`config.mk`:
```
export PLATFORM = sky130hd
export DESIGN_NAME = stick_axis_conditioner
export DESIGN_NICKNAME = d
export VERILOG_FILES = /design/src/rtl/core/sac_pkg.sv /design/src/rtl/core/stick_axis_conditioner.sv
export SDC_FILE = /design/constraint.sdc
export NUM_CORES = 1
export LEC_CHECK = 0
export ABC_AREA = 1
export CORE_MARGIN = 2
export CORE_UTILIZATION = 44
export DETAILED_ROUTE_END_ITERATION = 10
export DONT_BUFFER_PORTS = 1
export HOLD_SLACK_MARGIN = 0.06
export PLACE_DENSITY = 0.68
export SYNTH_ARGS = -nofsm -noshare
export SYNTH_HDL_FRONTEND = slang
export SYNTH_SLANG_ARGS = --single-unit
```
`constraint.sdc`:
```
create_clock -name clock -period 5.3 [get_ports clock]
set_input_delay 1.06 -clock clock [delete_from_list [all_inputs] [get_ports clock]]
set_output_delay 1.06 -clock clock [all_outputs]
set_load 0.02 [all_outputs]
```
`src/rtl/core/sac_pkg.sv`:
```
`timescale 1ns / 1ps
// Shared types and constants for the stick axis conditioner.
// Standalone package; used by rtl/core/stick_axis_conditioner.sv.

package sac_pkg;

   // Q1.15 full scale and its square
   localparam logic [14:0] FULL_SCALE = 15'd32767;
   localparam logic [30:0] FULL_SQ    = 31'd1073676289;

   // Reset value of the press threshold (0.8 in Q1.15)
   localparam logic [14:0] THRESH_RESET = 15'd26214;

   // Bit positions in the held and pressed masks
   localparam int unsigned BIT_UP    = 0;
   localparam int unsigned BIT_DOWN  = 1;
   localparam int unsigned BIT_LEFT  = 2;
   localparam int unsigned BIT_RIGHT = 3;

   // Step counts of the serial units
   localparam logic [4:0] SQ_STEPS   = 5'd15;
   localparam logic [4:0] ROOT_STEPS = 5'd16;
   localparam logic [4:0] DIV_STEPS  = 5'd15;

   // Request kinds carried on the input tuser
   typedef enum logic [2:0] {
      REQ_AXIS_X = 3'd0,
      REQ_AXIS_Y = 3'd1,
      REQ_UP     = 3'd2,
      REQ_DOWN   = 3'd3,
      REQ_LEFT   = 3'd4,
      REQ_RIGHT  = 3'd5,
      REQ_CLEAR  = 3'd6
   } req_code_type;

   // Configuration register indexes
   typedef enum logic {
      CSR_DEAD_ZONE = 1'b0,
      CSR_THRESHOLD = 1'b1
   } csr_index_type;

   // Sequencer states, one-hot
   typedef enum logic [7:0] {
      ST_IDLE = 8'b0000_0001,
      ST_SQR  = 8'b0000_0010,
      ST_SUM  = 8'b0000_0100,
      ST_CMP  = 8'b0000_1000,
      ST_ROOT = 8'b0001_0000,
      ST_DSET = 8'b0010_0000,
      ST_DIV  = 8'b0100_0000,
      ST_DONE = 8'b1000_0000
   } state_type;

   // One step of a serial shift-add square: product {hi, lo} with lo
   // preloaded with the operand
   function automatic logic [29:0] sq_step(input logic [29:0] p, input logic [14:0] a);
      logic [15:0] sum;
      sum = {1'b0, p[29:15]} + (p[0] ? {1'b0, a} : 16'd0);
      return {sum, p[14:1]};
   endfunction

endpackage

```
`src/rtl/core/stick_axis_conditioner.sv`:
```
`timescale 1ns / 1ps
// Stick axis conditioner: position state, press edges, radial dead zone and
// normalization with bit-serial square, square root and divide. Uses sac_pkg.
//
// Each word passes through the states square (15 steps), sum, compare and
// done; when the vector is longer than 1.0 it also passes through root
// (16 steps), divide setup and divide (15 steps) before done.
// The next word is taken as soon as the result register loads, which waits
// while an earlier result there is not yet taken. The serial square, root
// and divide units are the pacing elements and work on one word at a time.
// Reset: synchronous, active high; clears position, held and pressed bits,
// dead zone to zero, press threshold to 0.8.

module stick_axis_conditioner (
   input  logic        clock,
   input  logic        reset,
   // request channel
   input  logic        req_tvalid,
   output logic        req_tready,
   input  logic [23:0] req_tdata,   // [15:0] sample, [16] button_down, [23:17] zero
   input  logic [2:0]  req_tuser,   // [2:0] req_type
   // result channel
   output logic        rsp_tvalid,
   input  logic        rsp_tready,
   output logic [39:0] rsp_tdata,   // [15:0] axis_x, [31:16] axis_y, [32] up_pressed,
                                    // [33] down_pressed, [34] left_pressed,
                                    // [35] right_pressed, [39:36] zero
   // configuration write channel
   input  logic        csr_valid,
   output logic        csr_ready,
   input  logic        csr_index,
   input  logic [14:0] csr_data
);

   sac_pkg::state_type state_ff, state_in;
   logic [4:0]         cnt_ff, cnt_in;

   logic [14:0]        dz_ff, dz_in;
   logic [14:0]        th_ff, th_in;

   logic signed [15:0] x_ff, x_in;
   logic signed [15:0] y_ff, y_in;
   logic [3:0]         held_ff, held_in;
   logic [3:0]         flags_ff, flags_in;

   logic [29:0]        sqx_ff, sqx_in;
   logic [29:0]        sqy_ff, sqy_in;
   logic [29:0]        sqd_ff, sqd_in;
   logic [30:0]        len_ff, len_in;

   logic [16:0]        srem_ff, srem_in;
   logic [15:0]        sroot_ff, sroot_in;
   logic [31:0]        sn_ff, sn_in;

   logic [15:0]        dremx_ff, dremx_in, dremy_ff, dremy_in;
   logic [14:0]        dnumx_ff, dnumx_in, dnumy_ff, dnumy_in;
   logic [14:0]        dqx_ff, dqx_in, dqy_ff, dqy_in;

   logic signed [15:0] resx_ff, resx_in;
   logic signed [15:0] resy_ff, resy_in;

   logic               rsp_valid_ff, rsp_valid_in;
   logic [39:0]        rsp_data_ff, rsp_data_in;

   // request decode and state update terms
   logic               req_fire;
   logic               btn_down;
   logic signed [15:0] smp_clamp;
   logic signed [16:0] vx, vy, th_pos, th_neg, ax17, ay17;
   logic signed [15:0] upd_x, upd_y;
   logic [3:0]         upd_held, upd_flags;
   logic [14:0]        mag_x, mag_y, mag_ux, mag_uy;

   // serial unit terms
   logic [18:0]        root_trial;
   logic [19:0]        root_diff;
   logic [16:0]        divx_trial, divy_trial;
   logic [17:0]        divx_diff, divy_diff;
   logic [29:0]        numx, numy;
   logic               out_free;

   assign req_fire   = req_tvalid & req_tready;
   assign req_tready = (state_ff == sac_pkg::ST_IDLE);
   assign csr_ready  = 1'b1;
   assign rsp_tvalid = rsp_valid_ff;
   assign rsp_tdata  = rsp_data_ff;
   assign out_free   = ~rsp_valid_ff | rsp_tready;

   // Clamp the sample to +-full scale
   assign btn_down  = req_tdata[16];
   assign smp_clamp = (req_tdata[15:0] == 16'h8000) ? -16'sd32767 : $signed(req_tdata[15:0]);
   assign vx        = {smp_clamp[15], smp_clamp};
   assign vy        = -vx;
   assign th_pos    = $signed({2'b00, th_ff});
   assign th_neg    = -th_pos;
   assign ax17      = {x_ff[15], x_ff};
   assign ay17      = {y_ff[15], y_ff};

   // Apply one request to the position, held and pressed state
   always_comb begin
      upd_x     = x_ff;
      upd_y     = y_ff;
      upd_held  = held_ff;
      upd_flags = flags_ff;
      case (sac_pkg::req_code_type'(req_tuser))
         sac_pkg::REQ_AXIS_X: begin
            if (held_ff == 4'd0) begin
               if (vx >= th_pos && ax17 < th_pos) upd_flags[sac_pkg::BIT_RIGHT] = 1'b1;
               if (vx <= th_neg && ax17 > th_neg) upd_flags[sac_pkg::BIT_LEFT] = 1'b1;
               upd_x = vx[15:0];
            end
         end
         sac_pkg::REQ_AXIS_Y: begin
            if (held_ff == 4'd0) begin
               if (vy >= th_pos && ay17 < th_pos) upd_flags[sac_pkg::BIT_UP] = 1'b1;
               if (vy <= th_neg && ay17 > th_neg) upd_flags[sac_pkg::BIT_DOWN] = 1'b1;
               upd_y = vy[15:0];
            end
         end
         sac_pkg::REQ_UP: begin
            if (btn_down) begin
               if (!held_ff[sac_pkg::BIT_UP]) begin
                  upd_held[sac_pkg::BIT_UP]  = 1'b1;
                  upd_flags[sac_pkg::BIT_UP] = 1'b1;
               end
               upd_y = 16'sd32767;
            end else begin
               upd_held[sac_pkg::BIT_UP] = 1'b0;
               if (y_ff == 16'sd32767) upd_y = 16'sd0;
            end
         end
         sac_pkg::REQ_DOWN: begin
            if (btn_down) begin
               if (!held_ff[sac_pkg::BIT_DOWN]) begin
                  upd_held[sac_pkg::BIT_DOWN]  = 1'b1;
                  upd_flags[sac_pkg::BIT_DOWN] = 1'b1;
               end
               upd_y = -16'sd32767;
            end else begin
               upd_held[sac_pkg::BIT_DOWN] = 1'b0;
               if (y_ff == -16'sd32767) upd_y = 16'sd0;
            end
         end
         sac_pkg::REQ_LEFT: begin
            if (btn_down) begin
               if (!held_ff[sac_pkg::BIT_LEFT]) begin
                  upd_held[sac_pkg::BIT_LEFT]  = 1'b1;
                  upd_flags[sac_pkg::BIT_LEFT] = 1'b1;
               end
               upd_x = -16'sd32767;
            end else begin
               upd_held[sac_pkg::BIT_LEFT] = 1'b0;
               if (x_ff == -16'sd32767) upd_x = 16'sd0;
            end
         end
         sac_pkg::REQ_RIGHT: begin
            if (btn_down) begin
               if (!held_ff[sac_pkg::BIT_RIGHT]) begin
                  upd_held[sac_pkg::BIT_RIGHT]  = 1'b1;
                  upd_flags[sac_pkg::BIT_RIGHT] = 1'b1;
               end
               upd_x = 16'sd32767;
            end else begin
               upd_held[sac_pkg::BIT_RIGHT] = 1'b0;
               if (x_ff == 16'sd32767) upd_x = 16'sd0;
            end
         end
         sac_pkg::REQ_CLEAR: upd_flags = 4'd0;
         default: ;
      endcase
   end

   // Magnitudes of the stored and the updated position
   assign mag_x  = x_ff[15] ? 15'(-x_ff) : x_ff[14:0];
   assign mag_y  = y_ff[15] ? 15'(-y_ff) : y_ff[14:0];
   assign mag_ux = upd_x[15] ? 15'(-upd_x) : upd_x[14:0];
   assign mag_uy = upd_y[15] ? 15'(-upd_y) : upd_y[14:0];

   // Root step: bring in two bits, try subtracting 4*root+1
   assign root_trial = {srem_ff, sn_ff[31:30]};
   assign root_diff  = {1'b0, root_trial} - {2'b00, sroot_ff, 2'b01};

   // Divide step per lane: bring in one numerator bit, try subtracting root
   assign divx_trial = {dremx_ff, dnumx_ff[14]};
   assign divy_trial = {dremy_ff, dnumy_ff[14]};
   assign divx_diff  = {1'b0, divx_trial} - {2'b00, sroot_ff};
   assign divy_diff  = {1'b0, divy_trial} - {2'b00, sroot_ff};

   // Numerators |c| * 32767 as a shift and subtract
   assign numx = {mag_x, 15'd0} - {15'd0, mag_x};
   assign numy = {mag_y, 15'd0} - {15'd0, mag_y};

   // Sequencer and datapath next values
   always_comb begin
      state_in     = state_ff;
      cnt_in       = cnt_ff;
      dz_in        = dz_ff;
      th_in        = th_ff;
      x_in         = x_ff;
      y_in         = y_ff;
      held_in      = held_ff;
      flags_in     = flags_ff;
      sqx_in       = sqx_ff;
      sqy_in       = sqy_ff;
      sqd_in       = sqd_ff;
      len_in       = len_ff;
      srem_in      = srem_ff;
      sroot_in     = sroot_ff;
      sn_in        = sn_ff;
      dremx_in     = dremx_ff;
      dremy_in     = dremy_ff;
      dnumx_in     = dnumx_ff;
      dnumy_in     = dnumy_ff;
      dqx_in       = dqx_ff;
      dqy_in       = dqy_ff;
      resx_in      = resx_ff;
      resy_in      = resy_ff;
      rsp_data_in  = rsp_data_ff;
      rsp_valid_in = rsp_valid_ff & ~rsp_tready;

      // take configuration writes
      if (csr_valid && csr_ready) begin
         unique case (sac_pkg::csr_index_type'(csr_index))
            sac_pkg::CSR_DEAD_ZONE: dz_in = csr_data;
            sac_pkg::CSR_THRESHOLD: th_in = csr_data;
            default: ;
         endcase
      end

      unique case (state_ff)
         sac_pkg::ST_IDLE: begin
            // accept a word, update state, preload the squarers
            if (req_fire) begin
               x_in     = upd_x;
               y_in     = upd_y;
               held_in  = upd_held;
               flags_in = upd_flags;
               sqx_in   = {15'd0, mag_ux};
               sqy_in   = {15'd0, mag_uy};
               sqd_in   = {15'd0, dz_ff};
               cnt_in   = 5'd0;
               state_in = sac_pkg::ST_SQR;
            end
         end
         sac_pkg::ST_SQR: begin
            // one multiplier bit per cycle for x^2, y^2 and dead_zone^2
            sqx_in = sac_pkg::sq_step(sqx_ff, mag_x);
            sqy_in = sac_pkg::sq_step(sqy_ff, mag_y);
            sqd_in = sac_pkg::sq_step(sqd_ff, dz_ff);
            cnt_in = cnt_ff + 5'd1;
            if (cnt_ff == sac_pkg::SQ_STEPS - 5'd1) state_in = sac_pkg::ST_SUM;
         end
         sac_pkg::ST_SUM: begin
            len_in   = {1'b0, sqx_ff} + {1'b0, sqy_ff};
            state_in = sac_pkg::ST_CMP;
         end
         sac_pkg::ST_CMP: begin
            // dead zone, pass through, or normalize
            if (len_ff < {1'b0, sqd_ff}) begin
               resx_in  = 16'sd0;
               resy_in  = 16'sd0;
               state_in = sac_pkg::ST_DONE;
            end else if (len_ff > sac_pkg::FULL_SQ) begin
               sn_in    = {1'b0, len_ff};
               srem_in  = 17'd0;
               sroot_in = 16'd0;
               cnt_in   = 5'd0;
               state_in = sac_pkg::ST_ROOT;
            end else begin
               resx_in  = x_ff;
               resy_in  = y_ff;
               state_in = sac_pkg::ST_DONE;
            end
         end
         sac_pkg::ST_ROOT: begin
            // one root bit per cycle
            sn_in = {sn_ff[29:0], 2'b00};
            if (!root_diff[19]) begin
               srem_in  = root_diff[16:0];
               sroot_in = {sroot_ff[14:0], 1'b1};
            end else begin
               srem_in  = root_trial[16:0];
               sroot_in = {sroot_ff[14:0], 1'b0};
            end
            cnt_in = cnt_ff + 5'd1;
            if (cnt_ff == sac_pkg::ROOT_STEPS - 5'd1) state_in = sac_pkg::ST_DSET;
         end
         sac_pkg::ST_DSET: begin
            // load numerators; the top half is already below the root
            dremx_in = {1'b0, numx[29:15]};
            dremy_in = {1'b0, numy[29:15]};
            dnumx_in = numx[14:0];
            dnumy_in = numy[14:0];
            dqx_in   = 15'd0;
            dqy_in   = 15'd0;
            cnt_in   = 5'd0;
            state_in = sac_pkg::ST_DIV;
         end
         sac_pkg::ST_DIV: begin
            // one quotient bit per cycle in each lane
            dnumx_in = {dnumx_ff[13:0], 1'b0};
            dnumy_in = {dnumy_ff[13:0], 1'b0};
            if (!divx_diff[17]) begin
               dremx_in = divx_diff[15:0];
               dqx_in   = {dqx_ff[13:0], 1'b1};
            end else begin
               dremx_in = divx_trial[15:0];
               dqx_in   = {dqx_ff[13:0], 1'b0};
            end
            if (!divy_diff[17]) begin
               dremy_in = divy_diff[15:0];
               dqy_in   = {dqy_ff[13:0], 1'b1};
            end else begin
               dremy_in = divy_trial[15:0];
               dqy_in   = {dqy_ff[13:0], 1'b0};
            end
            cnt_in = cnt_ff + 5'd1;
            if (cnt_ff == sac_pkg::DIV_STEPS - 5'd1) begin
               resx_in  = x_ff[15] ? -$signed({1'b0, dqx_in}) : $signed({1'b0, dqx_in});
               resy_in  = y_ff[15] ? -$signed({1'b0, dqy_in}) : $signed({1'b0, dqy_in});
               state_in = sac_pkg::ST_DONE;
            end
         end
         sac_pkg::ST_DONE: begin
            // hold until the output register is free
            if (out_free) begin
               rsp_data_in  = {4'd0, flags_ff, resy_ff, resx_ff};
               rsp_valid_in = 1'b1;
               state_in     = sac_pkg::ST_IDLE;
            end
         end
         default: state_in = sac_pkg::ST_IDLE;
      endcase
   end

   // Registers
   always_ff @(posedge clock) begin
      if (reset) begin
         state_ff     <= sac_pkg::ST_IDLE;
         cnt_ff       <= 5'd0;
         dz_ff        <= 15'd0;
         th_ff        <= sac_pkg::THRESH_RESET;
         x_ff         <= 16'sd0;
         y_ff         <= 16'sd0;
         held_ff      <= 4'd0;
         flags_ff     <= 4'd0;
         rsp_valid_ff <= 1'b0;
      end else begin
         state_ff     <= state_in;
         cnt_ff       <= cnt_in;
         dz_ff        <= dz_in;
         th_ff        <= th_in;
         x_ff         <= x_in;
         y_ff         <= y_in;
         held_ff      <= held_in;
         flags_ff     <= flags_in;
         rsp_valid_ff <= rsp_valid_in;
      end
      sqx_ff      <= sqx_in;
      sqy_ff      <= sqy_in;
      sqd_ff      <= sqd_in;
      len_ff      <= len_in;
      srem_ff     <= srem_in;
      sroot_ff    <= sroot_in;
      sn_ff       <= sn_in;
      dremx_ff    <= dremx_in;
      dremy_ff    <= dremy_in;
      dnumx_ff    <= dnumx_in;
      dnumy_ff    <= dnumy_in;
      dqx_ff      <= dqx_in;
      dqy_ff      <= dqy_in;
      resx_ff     <= resx_in;
      resy_ff     <= resy_in;
      rsp_data_ff <= rsp_data_in;
   end

   // An accepted word always starts the squarers
   a_accept_starts: assert property (@(posedge clock) disable iff (reset)
      req_fire |=> state_ff == sac_pkg::ST_SQR)
      else $error("accepted word did not start the square unit");

   // Normalization only runs with a root of at least full scale
   a_root_floor: assert property (@(posedge clock) disable iff (reset)
      state_ff == sac_pkg::ST_DIV |-> sroot_ff >= 16'd32767)
      else $error("divide started with a root below full scale");

   // Results never reach the most negative code
   a_result_range: assert property (@(posedge clock) disable iff (reset)
      rsp_valid_ff |-> (rsp_data_ff[15:0] != 16'h8000) && (rsp_data_ff[31:16] != 16'h8000))
      else $error("result component out of range");

   // Root step counter stays within the root unit's length
   a_count_bound: assert property (@(posedge clock) disable iff (reset)
      state_ff == sac_pkg::ST_ROOT |-> cnt_ff < sac_pkg::ROOT_STEPS)
      else $error("root step counter overran");

endmodule
```
==> results.py, run 1 <==
metrics = {
    "cts": {
        "clk_pin_slew_ns": 0.06,
        "cts_tree": "built",
        "clock_latency_ns": 0.62,
        "ctsResizeCount": 0,
        "cts_made_buffers": 47,
        "postCtsHoldBufs": 0,
        "ctsLongestPathBuffers": 3,
        "cts_root_buffer": "clkbuf_16",
        "cts.htree.levels": 2,
        "cts_setup_buffers": 0,
        "clock-sinks": 428,
    },
    "cells_and_area": {
        "final_nets": 4282,
        "finalInstanceArea_mm2": 0.0337,
        "nFillCells": 6895,
        "antennaDiodeCount": 0,
        "layout-drive-gt1-share": 0.0521,
        "fin_cells": 4915,
        "area_growth_pct": 8.36,
    },
    "timing": {
        "setup_viol": 0,
        "hold_slack_ns": 0.416,
        "fin_crit_ns": 4.36,
        "relSlewSlack": 0.135,
        "hold_viol": 0,
        "max_freq_mhz": 229,
        "period_share": 0.824,
        "worstMarginPinSlew_ns": 1.28,
        "finalSetupTns_ns": 0,
        "rsz0062_at_grt": "no",
        "fin_worst_skew_ns": 0.0441,
        "finalMaxSlewViolations": 0,
    },
    "pwr": {
        "p_switching_mw": 3.50,
        "seq_power_share": 0.395,
        "p_int_mw": 6.83,
        "sw_frac_of_total": 0.339,
        "vdd_drop_max_v": 0.000251,
        "p_leak_nw": 15.1,
        "pwr-share-comb": 0.255,
        "powerDensity_mw_per_mm2": 307,
        "clkPwrFrac": 0.351,
    },
    "yosys": {
        "ys.flop_type": "edfxtp_1",
        "synthDistinctLibCells": 63,
        "yosysSeqAreaShare": 0.386,
        "synth_seq_cells": 428,
        "syn_area_per_cell_um2": 7.80,
        "ys_top_cells_by_count": "nand2_1, inv_1, a21oi_1, edfxtp_1, nor2_1",
        "netlist_area_mm2": 0.0311,
        "synth_top_area_frac": 0.332,
        "synthArstFlopShare": 0,
        "yosys.area.top_type": "edfxtp_1",
        "yosys-top-cells-area": "edfxtp_1, ha_1, nand2_1, inv_1, a21oi_1",
        "synth_edf_count": 344,
        "synthCells": 3985,
        "yosysMostFrequentCell": "nand2_1",
        "yosysWarnings": 0,
    },
    "global_route": {
        "grt_max_degree": 69,
        "grt_usage": 0.245,
        "grt_pass1_wl_mm": 142,
        "grt_pass1_vias": 25600,
        "gr-total-overflow": 0,
        "antenna_found_initial": 0,
    },
    "floorplanning": {
        "start_util": 0.444,
        "die_h_um": 270,
        "io_pins": 91,
        "coreArea_mm2": 0.0700,
        "std_cell_rows": 97,
        "dieArea_mm2": 0.0728,
        "die_w_um": 270,
    },
    "setup_path": {
        "cp_slowest_cell": "nor2_1",
        "rr_startpoint": "th_ff[1]",
        "worstPathRequired_ns": 5.84,
        "crit_type": "flip-flop to flip-flop",
        "cp-endpoint": "flags_ff[2]",
        "crit_top_cell": "nor2_1",
        "crit_path_max_fanout": 6,
        "path_buf_inv": 2,
        "slowest_delay_ns": 0.56,
        "timing.reg2reg.setup_slack_ns": 0.94,
        "worstSetupStartpoint": "th_ff[1]",
        "worstPathCellList": "inv_1, ha_1, nand3_1, nor3_1, nand2_1, nor2_1, nand4_1, nor2_1, nand2_1, nor2_1, ha_1, inv_1, nor4_1, nand2_1, o211ai_1, o21ai_0, o21ai_0, a21oi_1, nor2_1",
        "path_depth": 19,
        "r2r_end": "flags_ff[2]",
        "critPathLaunchType": "flip-flop",
        "end_kind": "flip-flop",
        "cp_top_family": "simple AND/OR/NAND/NOR gates",
        "crit_arrival_ns": 4.91,
        "r2r_cells": 19,
    },
    "place": {
        "place_hpwl_mm": 69.0,
        "dpl-instance-area_mm2": 0.0320,
        "gp_congestion": 0.997,
        "numPlacedInstances": 4828,
        "io_buffer_count": 0,
    },
    "drt": {
        "via_count": 27500,
        "drc": 0,
        "wirelength_mm": 91.3,
        "viasPerCell": 5.60,
        "drt_iter0_markers": 2361,
        "drtAntennaViolNets": 0,
        "wl_per_cell_um": 18.6,
        "drtPass1Iterations": 8,
    },
    "outcome": {
        "status": "completed",
    },
    "worst_hold_path": {
        "hold_depth": 0,
        "hp-class": "flip-flop to flip-flop",
    },
    "run": {
        "maxCapViolCount": 0,
    },
}
[placed cells by master (no fill, tap or decap), types with 8 or more instances in the layout]
cell type	netlist	routed
nand3_1	220	220
nor4_1	20	19
nand2_1	864	860
and2_1	8	8
buf_4	6	25
nor3_1	57	57
ha_1	291	291
a21o_1	20	20
dfxtp_1	84	84
nand3b_1	8	8
nor2_1	344	344
a211oi_1	12	12
a21oi_1	353	352
edfxtp_1	344	344
xor2_1	75	75
o21ai_0	301	301
o31ai_1	18	18
inv_2	16	20
clkbuf_16	0	47
inv_1	501	498
o21a_1	15	15
o311ai_0	8	8
xnor2_1	29	29
o21ai_1	12	12
a31oi_1	21	21
nor2_2	21	21
o21bai_1	8	8
nor2_4	9	9
bufinv_16	0	9
nand2_2	12	13
nand4_1	72	72
o211ai_1	39	39
[layout make-up]
type                       instances  area [um2]  area share
clock buffer                      51        1200      0.0357
timing repair buffer              26         208     0.00617
tap                              940        1180      0.0349
sequential                       428       12000       0.357
clock inverter                    36         507      0.0150
multi-input combinational       2914       16600       0.494
inverter                         520        1950      0.0580
[how the worst min path moves through the flow]
stage,from,endpoint,slack [ns]
after global placement,resx_ff[12],rsp_tdata[12],0.40
after CTS,resx_ff[11],rsp_tdata[11],0.42
after floorplan,resx_ff[0],rsp_tdata[0],0.40
after global routing,resy_ff[13],rsp_tdata[29],0.42
after detailed placement,resx_ff[11],rsp_tdata[11],0.40
final,resx_ff[11],rsp_tdata[11],0.42
[sequential cells by signal, indices dropped and copies added (netlist names), 15 cells and up]
register and count:
dnumy_ff 15, sroot_ff 16, resy_ff 16, srem_ff 17, x_ff 16, y_ff 16
dnumx_ff 15, sn_ff 32, len_ff 31, sqx_ff 30, th_ff 15, dz_ff 15
rsp_tdata 36, resx_ff 16, sqd_ff 30, dremx_ff 16, dremy_ff 16, sqy_ff 30
[cells by family (layout without fill, tap and decap cells)]
family | count (synthesis) | count (layout) | share of synthesized area
adders and majority gates | 297 | 297 | 0.121
and+or+nand+nor | 1657 | 1657 | 0.229
other | 2 | 5 | 0.000242
DFF | 428 | 428 | 0.386
AOI/OAI and AO/OA | 848 | 848 | 0.152
xor gates and xnor gates | 107 | 107 | 0.0309
buffers and inverters | 646 | 633 | 0.0805
[power by group through the flow]
stage / logic [mW] / clock network (mW) / registers (mW)
CTS: 2.59 / 3.67 / 4.06
finish: 2.63 / 3.62 / 4.08
detailed placement: 2.57 / 0 / 4.14
global route: 2.95 / 3.80 / 4.08
floorplan: 1.94 / 0 / 4.04
global placement: 2.53 / 0 / 4.13
[per-stage QoR]
step	setup WS, ns	total power [mW]	utilization
global route	0.643	10.8	0.481
global placement	0.864	6.67	0.457
CTS	0.995	10.3	0.481
detailed placement	0.782	6.71	0.457
floorplan	0.896	5.98	-
finish	0.935	10.3	0.481
[layer usage]
layer  global-route usage  part of all wire
met2                0.400              0.46
met4                0.103             0.042
met1                0.325              0.43
met5                    0                 0
met3               0.0349             0.073
No activity file was read; power rests on OpenSTA's default activity.
==> run 2: changes to the inputs <==
--- a/config.mk
+++ b/config.mk
@@ -5,13 +5,13 @@
 export SDC_FILE = /design/constraint.sdc
 export NUM_CORES = 1
 export LEC_CHECK = 0
-export ABC_AREA = 1
+export ABC_AREA = 0
 export CORE_MARGIN = 2
 export CORE_UTILIZATION = 44
 export DETAILED_ROUTE_END_ITERATION = 10
 export DONT_BUFFER_PORTS = 1
 export HOLD_SLACK_MARGIN = 0.06
-export PLACE_DENSITY = 0.68
+export PLACE_DENSITY = 0.7
 export SYNTH_ARGS = -nofsm -noshare
 export SYNTH_HDL_FRONTEND = slang
 export SYNTH_SLANG_ARGS = --single-unit
==> constraint.sdc (replaced) <==
create_clock -name clock -period 3.8 [get_ports clock]
set_input_delay 0.76 -clock clock [delete_from_list [all_inputs] [get_ports clock]]
set_output_delay 0.76 -clock clock [all_outputs]
set_load 0.02 [all_outputs]
==> results.py, run 2 <==
metrics = {
    "drt": {
        "wl_per_cell_um": 20.3,
        "drtPass1Iterations": 6,
        "viasPerCell": 5.89,
        "drt_iter0_markers": 2251,
        "via_count": 25100,
        "drc": 0,
        "drtAntennaViolNets": 0,
        "wirelength_mm": 86.7,
    },
    "timing": {
        "period_share": 0.955,
        "rsz0062_at_grt": "no",
        "worstMarginPinSlew_ns": 0.923,
        "fin_crit_ns": 3.63,
        "max_freq_mhz": 275,
        "relSlewSlack": 0.383,
        "setup_viol": 0,
        "hold_viol": 0,
        "fin_worst_skew_ns": 0.0272,
        "finalMaxSlewViolations": 0,
    },
    "yosys": {
        "yosys.area.top_type": "edfxtp_1",
        "yosysWarnings": 0,
        "synth_seq_cells": 428,
        "ys_top_cells_by_count": "edfxtp_1, nor2_1, nand2_1, ha_1, a21oi_1",
        "ys.flop_type": "edfxtp_1",
        "yosys-top-cells-area": "edfxtp_1, ha_1, dfxtp_1, nor2_1, nand2_1",
        "netlist_area_mm2": 0.0302,
        "synthDistinctLibCells": 95,
        "synth_top_area_frac": 0.342,
        "syn_area_per_cell_um2": 9.26,
        "yosysMostFrequentCell": "edfxtp_1",
        "synthArstFlopShare": 0,
        "synthCells": 3265,
        "synth_edf_count": 344,
        "yosysSeqAreaShare": 0.397,
    },
    "run": {
        "maxCapViolCount": 0,
    },
    "worst_hold_path": {
        "hp-class": "input pin to flip-flop",
        "holdCritStartpoint": "reset",
        "min_to": "th_ff[7]",
        "hold_depth": 1,
    },
    "setup_path": {
        "crit_path_max_fanout": 11,
        "end_kind": "flip-flop",
        "critPathLaunchType": "flip-flop",
        "r2r_end": "sqy_ff[14]",
        "worstSetupStartpoint": "y_ff[0]",
        "worstPathRequired_ns": 4.12,
        "r2r_cells": 11,
        "crit_type": "flip-flop to flip-flop",
        "crit_arrival_ns": 3.95,
        "timing.reg2reg.setup_slack_ns": 0.17,
        "rr_startpoint": "y_ff[0]",
    },
    "floorplanning": {
        "coreArea_mm2": 0.0683,
        "die_w_um": 266,
        "die_h_um": 266,
        "dieArea_mm2": 0.0708,
        "io_pins": 91,
        "start_util": 0.442,
        "std_cell_rows": 96,
    },
    "place": {
        "numPlacedInstances": 4172,
        "place_hpwl_mm": 64.5,
        "gp_congestion": 0.959,
        "io_buffer_count": 0,
    },
    "cts": {
        "cts_made_buffers": 47,
        "clk_pin_slew_ns": 0.06,
        "clock_latency_ns": 0.60,
        "cts_tree": "built",
        "cts.htree.levels": 2,
        "ctsLongestPathBuffers": 3,
        "cts_root_buffer": "clkbuf_16",
        "clock-sinks": 428,
        "postCtsHoldBufs": 0,
    },
    "cells_and_area": {
        "fin_cells": 4260,
        "layout-drive-gt1-share": 0.0986,
        "multiInputGateArea_mm2": 0.0172,
        "layout_common_cells": "edfxtp_1, nor2_1, nand2_1, ha_1, a21oi_1",
        "area_growth_pct": 12.4,
        "final_util": 0.497,
        "final_common_cell": "edfxtp_1",
        "nFillCells": 6275,
        "largest_register_ffs": 36,
        "antennaDiodeCount": 0,
        "final_nets": 3684,
        "final-seq-area_mm2": 0.0120,
    },
    "global_route": {
        "grt_max_degree": 81,
        "grt_pass1_vias": 23700,
        "gr-total-overflow": 0,
        "antenna_found_initial": 0,
        "grt_usage": 0.241,
        "grt_pass1_wl_mm": 134,
    },
    "pwr": {
        "powerDensity_mw_per_mm2": 478,
        "p_leak_nw": 13.5,
        "vdd_drop_max_v": 0.000315,
    },
    "outcome": {
        "status": "completed",
    },
}
-- run 2: changes by cell type after synthesis, sizes merged, moves of 100 or more --
cell   previous run  this run
nand2           876       322
inv             518       129
nand3           225        77
o21ai           317       190
a21oi           359       233
xnor2            29       129
-- run 2: routing by layer --
metal / track usage / share of wire / up-vias / routed length [um]
met5: 0 / 0 / - / 0
met4: 0.0981 / 0.039 / 0 / 3420
met3: 0.0288 / 0.064 / 162 / 5510
met2: 0.394 / 0.46 / 900 / 40300
met1: 0.324 / 0.43 / 11900 / 37400
li1: - / - / 12100 / -
-- run 2: area by class of cell --
cell class                 count  share of cell area
clock buffer                  64              0.0412
tap                          882              0.0325
clock inverter                24             0.00836
inverter                     132              0.0146
timing repair buffer         189              0.0436
multi-input combinational   2541               0.506
sequential                   428               0.354
-- run 2: worst max path at each step --
stage,to,depth (start not counted)
after global placement,flags_ff[1],17
final,sqy_ff[14],11
after global routing,flags_ff[1],17
after CTS,flags_ff[2],15
after detailed placement,flags_ff[1],17
after floorplan,sn_ff[0],11
-- run 2: stage by stage --
stage	setup TNS [ns]	cell area [um2]	setup slack [ns]	hold WS (ns)	power, mW
after floorplan	0	30300	0.0117	0.400	9.65
after global placement	-0.155	32200	-0.155	0.404	11.2
after detailed placement	-0.148	32200	-0.148	0.405	11.3
after CTS	0	33900	0.0752	0.202	16.2
after global routing	0	34000	0.00168	0.209	17.0
final	0	34000	0.170	0.225	16.2
-- run 2: cells by family (layout without fill, tap and decap cells) --
logic type	after synthesis	in the layout	share of synthesized area
muxes	27	27	0.00898
xor gates and xnor gates	232	232	0.0672
other	2	5	0.000249
AOI/OAI and AO/OA	821	821	0.175
and+or+nand+nor	1159	1159	0.188
DFF	428	428	0.397
buffers and inverters	299	409	0.0387
adders and majority gates	297	297	0.124
-- run 2: worst max-delay path, stage by stage, from the launching register on --
cell and delay [ns]:
dfxtp_1 0.33, buf_4 0.22, ha_1 0.17, or4bb_1 0.44
nor4_4 0.26, a211oi_2 0.13, or3_1 0.50, a221o_1 0.53
nor4b_4 0.27, a41oi_1 0.16, xnor2_1 0.25, a21oi_1 0.10
-- run 2: timing repair --
item,4_1_cts,5_1_grt
gates resized for setup,0,12
endpoints found under the setup margin,0,9
setup buffers,0,0
endpoints found under the hold margin,0,0
-- run 2: where the power goes --
part           leakage [nW]  internal, mW  total [mW]  switching [mW]
clock                 0.826          2.94        4.93            1.99
sequential             3.88          5.62        5.89           0.265
combinational          8.83          2.20        5.41            3.21
